**config.mk**
```make
export PLATFORM = sky130hd
export DESIGN_NAME = mfde_front
export DESIGN_NICKNAME = d
export VERILOG_FILES = /design/src/hdl/mfde_pkg.sv /design/src/hdl/mfde_front.sv
export SDC_FILE = /design/constraint.sdc
export NUM_CORES = 1
export LEC_CHECK = 0
export BUFFER_PORTS_ARGS = -buffer_cell sky130_fd_sc_hd__buf_2
export CAP_MARGIN = 25
export CORE_MARGIN = 2
export CORE_UTILIZATION = 40
export DETAILED_ROUTE_END_ITERATION = 10
export PLACE_DENSITY = 0.71
export SLEW_MARGIN = 25
export SYNTH_ARGS = -nofsm -noshare
export SYNTH_HDL_FRONTEND = slang
export SYNTH_SLANG_ARGS = --single-unit
export TNS_END_PERCENT = 5
```
**constraint.sdc**
```tcl
create_clock -name clk_i -period 3.1 [get_ports clk_i]
set_input_delay 0.62 -clock clk_i [delete_from_list [all_inputs] [get_ports clk_i]]
set_output_delay 0.62 -clock clk_i [all_outputs]
set_load 0.01 [all_outputs]
```
**src/hdl/mfde_pkg.sv**
```systemverilog
// ----------------------------------------------------------------------------
// mfde_pkg
// Shared types, constants and the 5x7 glyph table of the frame buffer engine.
// ----------------------------------------------------------------------------
package mfde_pkg;

  localparam int SCREEN_WIDTH = 128;
  localparam int COL_W        = 7;

  // request codes
  typedef enum logic [2:0] {
    OP_PIXEL = 3'd0,
    OP_GLYPH = 3'd1,
    OP_CLEAR = 3'd2,
    OP_BAR   = 3'd3,
    OP_READ  = 3'd4
  } mfde_op_e;

  typedef enum logic [2:0] {
    ST_IDLE,
    ST_CLEAR,
    ST_MOD_RD,
    ST_MOD_WR,
    ST_READ,
    ST_RDATA
  } mfde_state_e;

  // glyph table
  localparam int         GLYPH_COUNT = 59;
  localparam logic [7:0] GLYPH_FIRST = 8'd32;
  localparam logic [7:0] GLYPH_LAST  = 8'd90;
  localparam logic [COL_W-1:0] GLYPH_LAST_COL = 7'd4;

  // progress bar
  localparam logic [COL_W-1:0] COL_LAST  = 7'd127;
  localparam logic [6:0]       PCT_FULL  = 7'd100;
  localparam logic [13:0]      BAR_SPAN  = 14'(SCREEN_WIDTH - 4);
  localparam logic [4:0]       BAR_PAGE_HI = 5'd2;   // rows 16..23
  localparam logic [4:0]       BAR_PAGE_LO = 5'd3;   // rows 24..31
  localparam logic [7:0]       BAR_HI_EDGE = 8'hF0;
  localparam logic [7:0]       BAR_HI_FILL = 8'hD0;
  localparam logic [7:0]       BAR_HI_LINE = 8'h10;
  localparam logic [7:0]       BAR_LO_EDGE = 8'hFF;
  localparam logic [7:0]       BAR_LO_FILL = 8'hBF;
  localparam logic [7:0]       BAR_LO_LINE = 8'h80;

  // decoded command, front to back
  typedef struct packed {
    mfde_op_e    op;
    logic [7:0]  x_pos;
    logic [7:0]  y_pos;
    logic        pixel_on;
    logic [5:0]  glyph;
    logic [13:0] fill_num;   // min(percent,100) * (width - 4)
    logic [8:0]  byte_index;
  } mfde_cmd_t;

  // back status toward the front
  typedef struct packed {
    logic ready;
    logic init;
  } mfde_bstat_t;

  // column 0 in bits 39:32, column 4 in bits 7:0
  localparam logic [39:0] GLYPH_ROM [GLYPH_COUNT] = '{
    40'h0000000000, 40'h00005F0000, 40'h0007000700, 40'h147F147F14,
    40'h242A7F2A12, 40'h2313086462, 40'h3649552250, 40'h0005030000,
    40'h001C224100, 40'h0041221C00, 40'h14083E0814, 40'h08083E0808,
    40'h0050300000, 40'h0808080808, 40'h0060600000, 40'h2010080402,
    40'h3E5149453E, 40'h00427F4000, 40'h4261514946, 40'h2141454B31,
    40'h1814127F10, 40'h2745454539, 40'h3C4A494930, 40'h0171090503,
    40'h3649494936, 40'h064949291E, 40'h0036360000, 40'h0056360000,
    40'h0814224100, 40'h1414141414, 40'h0041221408, 40'h0201510906,
    40'h324979413E, 40'h7E1111117E, 40'h7F49494936, 40'h3E41414122,
    40'h7F4141221C, 40'h7F49494941, 40'h7F09090901, 40'h3E4149497A,
    40'h7F0808087F, 40'h00417F4100, 40'h2040413F01, 40'h7F08142241,
    40'h7F40404040, 40'h7F020C027F, 40'h7F0408107F, 40'h3E4141413E,
    40'h7F09090906, 40'h3E4151215E, 40'h7F09192946, 40'h4649494931,
    40'h01017F0101, 40'h3F4040403F, 40'h1F2040201F, 40'h3F4038403F,
    40'h6314081463, 40'h0708700807, 40'h6151494543
  };

endpackage

```
**src/hdl/mfde_front.sv**
```systemverilog
// ----------------------------------------------------------------------------
// mfde_front
// Accepts requests, drops unknown codes, decodes glyph and bar fields and
// holds up to two commands for the back end.
// ----------------------------------------------------------------------------
module mfde_front (
  input  logic                  clk_i,
  input  logic                  rst_ni,
  input  logic                  push_i,
  output logic                  full_o,
  input  logic [2:0]            req_type_i,
  input  logic [7:0]            x_pos_i,
  input  logic [7:0]            y_pos_i,
  input  logic                  pixel_on_i,
  input  logic [7:0]            char_code_i,
  input  logic [7:0]            percent_i,
  input  logic [8:0]            byte_index_i,
  output mfde_pkg::mfde_cmd_t   cmd_o,
  output logic                  cmd_valid_o,
  input  mfde_pkg::mfde_bstat_t bstat_i
);
  import mfde_pkg::*;

  mfde_cmd_t  fifo_q [2];
  logic       wr_ptr_q, rd_ptr_q;
  logic [1:0] cnt_q;

  mfde_cmd_t  dec;
  logic       known;
  logic [6:0] pct_sat;
  logic       accept, enq, deq;

  always_comb begin
    unique case (req_type_i)
      OP_PIXEL, OP_GLYPH, OP_CLEAR, OP_BAR, OP_READ: known = 1'b1;
      default:                                      known = 1'b0;
    endcase
  end

  always_comb begin
    pct_sat        = (percent_i > 8'(PCT_FULL)) ? PCT_FULL : percent_i[6:0];
    dec.op         = mfde_op_e'(req_type_i);
    dec.x_pos      = x_pos_i;
    dec.y_pos      = y_pos_i;
    dec.pixel_on   = pixel_on_i;
    // codes outside the table draw a space
    dec.glyph      = (char_code_i >= GLYPH_FIRST && char_code_i <= GLYPH_LAST) ?
                     6'(char_code_i - GLYPH_FIRST) : 6'd0;
    dec.fill_num   = 14'(pct_sat) * BAR_SPAN;
    dec.byte_index = byte_index_i;
  end

  assign full_o      = (cnt_q == 2'd2) || bstat_i.init;
  assign accept      = push_i && !full_o;
  assign enq         = accept && known;
  assign cmd_valid_o = (cnt_q != 2'd0);
  assign deq         = cmd_valid_o && bstat_i.ready;
  assign cmd_o       = fifo_q[rd_ptr_q];

  always_ff @(posedge clk_i or negedge rst_ni) begin
    if (!rst_ni) begin
      wr_ptr_q <= 1'b0;
      rd_ptr_q <= 1'b0;
      cnt_q    <= 2'd0;
    end else begin
      if (enq) begin
        wr_ptr_q <= !wr_ptr_q;
      end
      if (deq) begin
        rd_ptr_q <= !rd_ptr_q;
      end
      cnt_q <= cnt_q + 2'(enq) - 2'(deq);
    end
  end

  always_ff @(posedge clk_i) begin
    if (enq) begin
      fifo_q[wr_ptr_q] <= dec;
    end
  end

endmodule

```
# Yosys cells after proc, flatten, opt, wreduce, memory -nomap -nowiden
# Memories as Yosys holds them, arrays and structs flattened.
# Index checks and enable logic that the tools add are counted.
[word_totals]
reg_bits = 4
ramBits = 94
input_bits = 50
out_inout_bits = 51
word_cells = 32
mem_count = 1
[mem_list]
columns = ["memory", "words", "word_bits", "read_ports", "rd_ports_with_merged_regs", "wr", "line", "rtl"]
rows = [
  ["fifo_q", 2, 47, 1, 0, 1, "mfde_front.sv:24", "mfde_cmd_t fifo_q [2];"],
]
[op_classes]
n_addsub = 3
multipliers = 1
magnitude_cmp = 3
eq_ne = 5
n_mux = 5
n_reduce_logical = 11
[ops]
columns = ["operator", "n"]
rows = [
  ["multiplier 7 x 5 -> 12 bit, second input constant", 1],
  [">= comparator 8 x 6 -> 1 bit, second input constant", 1],
  ["> comparator 8 x 7 -> 1 bit, second input constant", 1],
  ["<= comparator 8 x 7 -> 1 bit, second input constant", 1],
  ["2-to-1 mux 7 bit", 1],
  ["== test 3 x 2 -> 1 bit, second input constant", 2],
  ["2-to-1 mux 6 bit", 1],
  ["subtractor 6 bit, second input constant", 1],
  ["OR reduction 5 bit", 1],
  ["logical AND 1 bit", 4],
  ["== test 3 x 1 -> 1 bit, second input constant", 1],
  ["== test 3 bit, second input constant", 1],
  ["logical NOT 1 bit", 3],
  ["logical NOT 3 bit", 1],
  ["2-to-1 mux 1 bit", 3],
  ["adder 2 x 1 -> 2 bit", 1],
  ["== test 2 bit, second input constant", 1],
  ["nonzero test 2 bit", 1],
  ["subtractor 2 x 1 -> 2 bit", 1],
  ["logical OR 1 bit", 1],
]

# Longest topological paths before layout
# Gate-level depths: netlist (run 1).
[depth]
word_depth = 7
mapped_depth = 14
ltp_nobuf = 14

# Worst setup path before layout (run 1)
# OpenSTA, ideal clock, no wires.
[synth_timing]
path_kind = "input -> register"
from = "input percent_i[0]"
to = "memory fifo_q[0][20] (netlist name) (data pin)"
setup_time_ns = 0.260
arrival_ns = 4.159
required_ns = 2.840
path_slack_ns = -1.319
stages = 14
path_buffers = 0
cell_sequence = "o21ai_0 -> nand2_1 -> a31oi_1 -> nand2b_1 -> fa_1 -> inv_1 -> fa_1 -> fa_1 -> inv_1 -> ha_1 -> and3_4 -> a2111oi_4 -> o211a_1 -> nor3_2"
[synth_lines]
columns = ["item", "line", "rtl"]
rows = [
  ["start: declaration", "mfde_front.sv:16", "input logic [7:0] percent_i,"],
  ["end: declaration", "mfde_front.sv:24", ""],
]

==> summary.txt, run 1 <==
Outcome: finished with violations
Violated checks: setup timing
Die Width: 111.9 µm
Worst path depth: 15
Multi-input logic area: 1722 µm²
Largest net degree at the start of global routing: 36
Final instance area: 6062 µm²
Slowest cell on crit path: fa_1
Layout area overhead: 30.21%
Period minus WS final: 3898 ps
Via/cell ratio: 4.783
CTS tree: done
ANT nets after route: 0
Initial DRC count: 145
Number of synthesized flops with an enable pin: 94
DIE AREA: 12,520 µm²
Synthesized area: 4656 µm²
Crit start category: input port
RSZ-0062 raised after global routing: true
CP top delay family: adder cells
Total setup buffers inserted after CTS: 0
Clock latency on the worst-skew pair: 340 ps
Warnings from Yosys: 0
Synth Register Bits: 98
Asr flop ratio synth: 4.082%
Worst vdd ir: 0.4429 mV
Tcrit/Tclk final: 125.7%
Path depth of the worst reg2reg path: 5
Min setup slack post-route: -798.2 ps
Routed WL: 8395 µm
Largest family of logic cells by synthesized area: adder cells
Initial antenna violation count: 0
Fmax: 256.5 MHz
Fillers: 958
Crit-path cells: buf_2, o21ai_2, nand2_2, a31oi_4, and2_4, fa_1, inv_2, fa_1, fa_1, inv_2, ha_4, and3_4, a2111oi_4, o211a_1, nor3_2
Adder-cell share of the synthesized area: 11.66%
Worst Path Buf+Inv: 3
H-tree levels: 3
# diodes: 0
Sequential share of the synthesized area: 62.78%
Reg clk slew, reported paths: 60 ps
Worst slew pin tran: 515.7 ps
Syn avg cell area: 15.84 µm²
Die Ht: 111.9 µm
Reg area: 2924 µm²
CORE AREA: 11,370 µm²
Layout Cells excl Fill: 581
Post-synth top area share: 60.63%
Relative slew slack: 65.62%
Fin. max-slew vios: 0
Vias: 2,779
R2R Setup Slk: 1130 ps
Synth Flop Type: edfxtp_1
Critical path class: input port to flop
Number of global-route vias before repair: 2,867
Share of post-route cells with drive strength above 1: 52.05%
Fin nets: 518
Most numerous cell in the Yosys netlist: edfxtp_1
Post-DP HPWL: 6168 µm
Critical path endpoint category: flop
Clock Tree Root: clkbuf_16
MaxCap Viol Count: 0
I/O pins: 101
RR Endpoint: fifo_q[0][43]
Setup Viol. Count Final: 16
Finished Core Util: 53.32%
Post-synthesis compound-gate area fraction: 3.225%
Worst EP required: 3190 ps
Crit path largest cell delay: 520 ps
Clock Sinks: 98
Crit path DAT: 3990 ps
Commonest cells in the netlist: 94 x edfxtp_1, 47 x mux2_2, 29 x inv_1
Max clock buf depth: 2
CP most frequent cell: fa_1
Hold Crit Class: input port to asynchronous set/reset pin
Crit-path max FO: 7
First-pass GRT wire length: 13,480 µm
Most area-consuming cells after synthesis: edfxtp_1 61%, mux2_2 11%, fa_1 6.0%, ha_1 5.6%, inv_1 2.3%
Post-DP Area: 5680 µm²
CP endpoint: fifo_q[0][20]
# rows: 39
Post-DR wirelength/cell: 14.45 µm
Total grt overflow: 0
Starting Density: 40.95%
Fin. Hold Viols: 0
Pre-Repair DR Iteration Count: 4
Yosys top cell by area: edfxtp_1
Power density over cell area: 781.6 nW/µm²
RR Startpoint: cnt_q[0]
Cell count after synthesis: 294
Fin Clk Skew: 3.763 ps
Leakage: 2.470 nW
Dpl cells: 565
Post-CTS Hold Buffers: 0
Overall routing resource usage: 13.78%
Proportion of synthesized area in mux cells: 11.37%
Buffers on Ports: 98
Worst Setup SP: percent_i[0]
GPL Wtd Cong: 0.7674
XOR/XNOR share of the synthesized area: 2.257%
Synth cell types: 33
Clock buffer count from CTS: 9
Synth Area in Simple Gates: 5.429%
DRC viols: 0
cell type report:
cell class	count	area share [%]
Inverter	29	1.796
Multi-Input combinational cell	161	28.40
Tap cell	143	2.952
Timing Repair Buffer	134	12.96
Clock buffer	10	3.777
Clock inverter	6	1.878
Sequential cell	98	48.24
timing repair:
action                                 in CTS  in global routing
endpoints found under the hold margin       0                  0
pin swaps                                   3                  0
setup endpoints to repair                  16                 16
resized for setup                           8                  1
logic make-up (layout without fill, tap and decap cells):
logic type / count (synthesis) / count (layout)
AO/OA/AOI/OAI: 19 / 19
XOR/XNOR: 12 / 12
flip-flops: 98 / 98
AND/OR/NAND/NOR: 46 / 46
other: 1 / 2
buffers and inverters: 36 / 179
multiplexers: 47 / 47
adder cells (fa/ha/maj): 35 / 35
metal layers:
layer  vias up  part of all wire [%]  global-route usage (%)  wire [µm]
met4         0                   1.7                   5.021        142
li1       1338                     -                       -          -
met3        11                   6.0                   3.538        501
met5         -                     0                       0          0
met2        88                    49                   23.64       4114
met1      1342                    43                   16.89       3637
cells in the final DEF, fill, tap and decap left out, drive strengths merged:
master and count:
a2111oi 2, nor3 5, buf 134, o41ai 1, o21bai 1, nand2b 2, dfrtp 4, edfxtp 94
inv 30, ha 21, a31oi 1, a21o 2, xor2 5, clkinv 1, nor2 9, nand3 4
or3 2, nor2b 1, clkinvlp 1, or2 3, conb 2, a21oi 6, and2 11, o21ai 3
clkbuf 10, and3 2, xnor2 7, bufinv 3, nand2 7, mux2 47, fa 14, o211ai 2
o211a 1
registers in the layout (all words and copies together), names as in the netlist:
signal    cells
cnt_q         2
fifo_q       94
rd_ptr_q      1
wr_ptr_q      1
power by group:
group          internal (W)  total, W  switching (W)
combinational      0.000879   0.00172       0.000840
sequential          0.00168   0.00177      0.0000986
clock              0.000792   0.00124       0.000453
through the flow:
stage	setup WS, ps	hold slack (ps)	power, W	TNS (ps)
2_1_floorplan	-878.6	324.4	0.002879	-36960
3_3_place_gp	-1075	426.0	0.003434	-14150
3_5_place_dp	-1229	435.0	0.003486	-16060
4_1_cts	-801.5	68.76	0.004787	-9403
5_1_grt	-957.1	70.95	0.005011	-12110
6_report	-798.2	75.93	0.004738	-9480
worst min path at each step:
stage                start       end  depth (start not counted)
global placement    rst_ni  cnt_q[1]                          1
global route        rst_ni  wr_ptr_q                          1
CTS                 rst_ni  wr_ptr_q                          1
detailed placement  rst_ni  cnt_q[1]                          1
finish              rst_ni  wr_ptr_q                          1
floorplan           rst_ni  cnt_q[0]                          0
Power figures use the tool's default switching activity.
==> inputs of run 2 (changes only) <==
CTS_CLUSTER_DIAMETER = 150   (was unset)
PLACE_DENSITY = 0.69   (was 0.71)
clock period = 4.2 ns   (was 3.1 ns; I/O delays follow)
==> run 2 against run 1 <==
Effect of this change:
- worst hold slack improved by 220 ps
- via count decreased by 3.4%
- routed wire length decreased by 3.3%
- critical endpoint unchanged
- first-iteration DRC count increased by 4.8%
- the flow now finishes without violations
- final cell count decreased by 2.2%
- sequential share of layout area increased by 1.3 points
- total power decreased by 29%
- non-clock buffer count decreased by 13
- final area decreased by 2.6%
==> summary.txt, run 2 (synthesis results as in run 1) <==
Outcome: complete, no violations
Worst EP required: 4280 ps
Crit path DAT: 4180 ps
First-pass GRT wire length: 13,230 µm
Buffers on Ports: 98
Relative slew slack: 47.81%
Max clock buf depth: 2
Post-CTS Hold Buffers: 0
DIE AREA: 12,520 µm²
Fin nets: 505
RR Startpoint: cnt_q[0]
Min setup slack post-route: 96.57 ps
Clock latency on the worst-skew pair: 330 ps
Pre-CTS setup slack: -278.6 ps
Tcrit/Tclk final: 97.70%
GPL Wtd Cong: 0.7373
Hold Crit Class: input port to asynchronous set/reset pin
Largest register FFs: 94
Period minus WS final: 4103 ps
I/O pins: 101
Initial DRC count: 152
Post-DR wirelength/cell: 14.29 µm
Number of global-route vias before repair: 2,822
Layout Cells excl Fill: 568
Total setup buffers inserted after CTS: 0
H-tree levels: 3
# diodes: 0
ANT nets after route: 0
CP top delay family: adder cells
Clock buffer count from CTS: 9
MaxCap Viol Count: 0
Fin. max-slew vios: 0
Top reg by flops: fifo_q
Crit path largest cell delay: 510 ps
Crit-path max FO: 7
Worst Setup SP: percent_i[0]
Worst slew pin tran: 781.0 ps
Share of post-route cells with drive strength above 1: 48.47%
Reg clk slew, reported paths: 60 ps
CTS tree: done
Total Negative Setup Slacks: 0 ps
Post-DP HPWL: 5953 µm
Slowest cell on crit path: fa_1
Fillers: 964
Overall routing resource usage: 13.36%
DRC viols: 0
Crit-path cells: buf_2, o21ai_1, nand2_1, a31oi_4, and2_4, fa_1, inv_1, fa_1, fa_1, inv_2, ha_4, and3_4, a2111oi_4, o211a_1, nor3_2
Setup Viol. Count Final: 0
Fmax: 243.7 MHz
Total grt overflow: 0
Power density over cell area: 566.8 nW/µm²
Critical path endpoint category: flop
Largest net degree at the start of global routing: 49
Leakage: 2.390 nW
Layout area overhead: 26.82%
Via/cell ratio: 4.727
Routed WL: 8118 µm
Worst Path Buf+Inv: 3
CP most frequent cell: fa_1
RSZ-0062 raised after global routing: true
Clock Sinks: 98
Starting Density: 40.95%
Fin Clk Skew: 7.514 ps
Worst vdd ir: 0.3077 mV
Clock Tree Root: clkbuf_16
Vias: 2,685
Most common cell after layout, fill and taps aside: buf_2
Initial antenna violation count: 0
Critical path class: input port to flop
CORE AREA: 11,370 µm²
Dpl cells: 552
Die Width: 111.9 µm
Crit start category: input port
Worst hold margin: 299.0 ps
Fin. Hold Viols: 0
Die Ht: 111.9 µm
Pwr Total: 0.003347 W
Pre-Repair DR Iteration Count: 4
Most frequent cells in the layout: 98 x buf_2, 94 x edfxtp_1, 47 x mux2_2
# rows: 39
Largest regs: fifo_q: 94 flops, cnt_q: 2 flops
-- run 2: worst paths after layout --
path                                 endpoint  slack [ps]  cells after the start
worst max-delay path            fifo_q[0][20]         100                     15
worst max register to register  fifo_q[1][16]        1980                      5
worst min-delay path                 rd_ptr_q         300                      1
min in group clk_i                   cnt_q[1]         520                      1
worst min register to register       cnt_q[1]         520                      1
max in group asynchronous            rd_ptr_q        3770                      1
-- run 2: timing repair --
item	in CTS	in global routing
setup endpoints to repair	0	6
hold endpoints to repair	0	0
gates resized for setup	0	1
-- run 2: metrics by stage --
step	cell area, µm²	util (%)
3_5_place_dp	5582	49.09
2_1_floorplan	4736	-
5_1_grt	5904	51.93
6_report	5904	51.93
3_3_place_gp	5579	49.07
4_1_cts	5897	51.87
-- run 2: report_power, final --
group | total, W | internal, W | leakage [nW] | switching [W]
clock network | 0.000854 | 0.000523 | 0.155 | 0.000332
logic | 0.00113 | 0.000595 | 1.33 | 0.000536
registers | 0.00136 | 0.00124 | 0.903 | 0.000123
-- run 2: layout make-up --
type	count	area (µm²)	area share, %
Multi-Input combinational cell	161	1687	28.57
Inverter	29	108.9	1.844
Clock buffer	10	229.0	3.878
Sequential cell	98	2927	49.57
Timing Repair Buffer	121	688.2	11.66
Clock inverter	6	86.33	1.462
Tap cell	143	178.9	3.030
-- run 2: layer usage --
| layer | share of wire (%) | routed length [µm] | vias up | GRT usage, % |
|---|---|---|---|---|
| li1 | - | - | 1309 | - |
| met1 | 44 | 3543 | 1295 | 16.65 |
| met2 | 49 | 4015 | 73 | 23.15 |
| met3 | 5.8 | 471 | 8 | 3.593 |
| met4 | 1.1 | 89 | 0 | 3.457 |
| met5 | 0 | 0 | - | 0 |
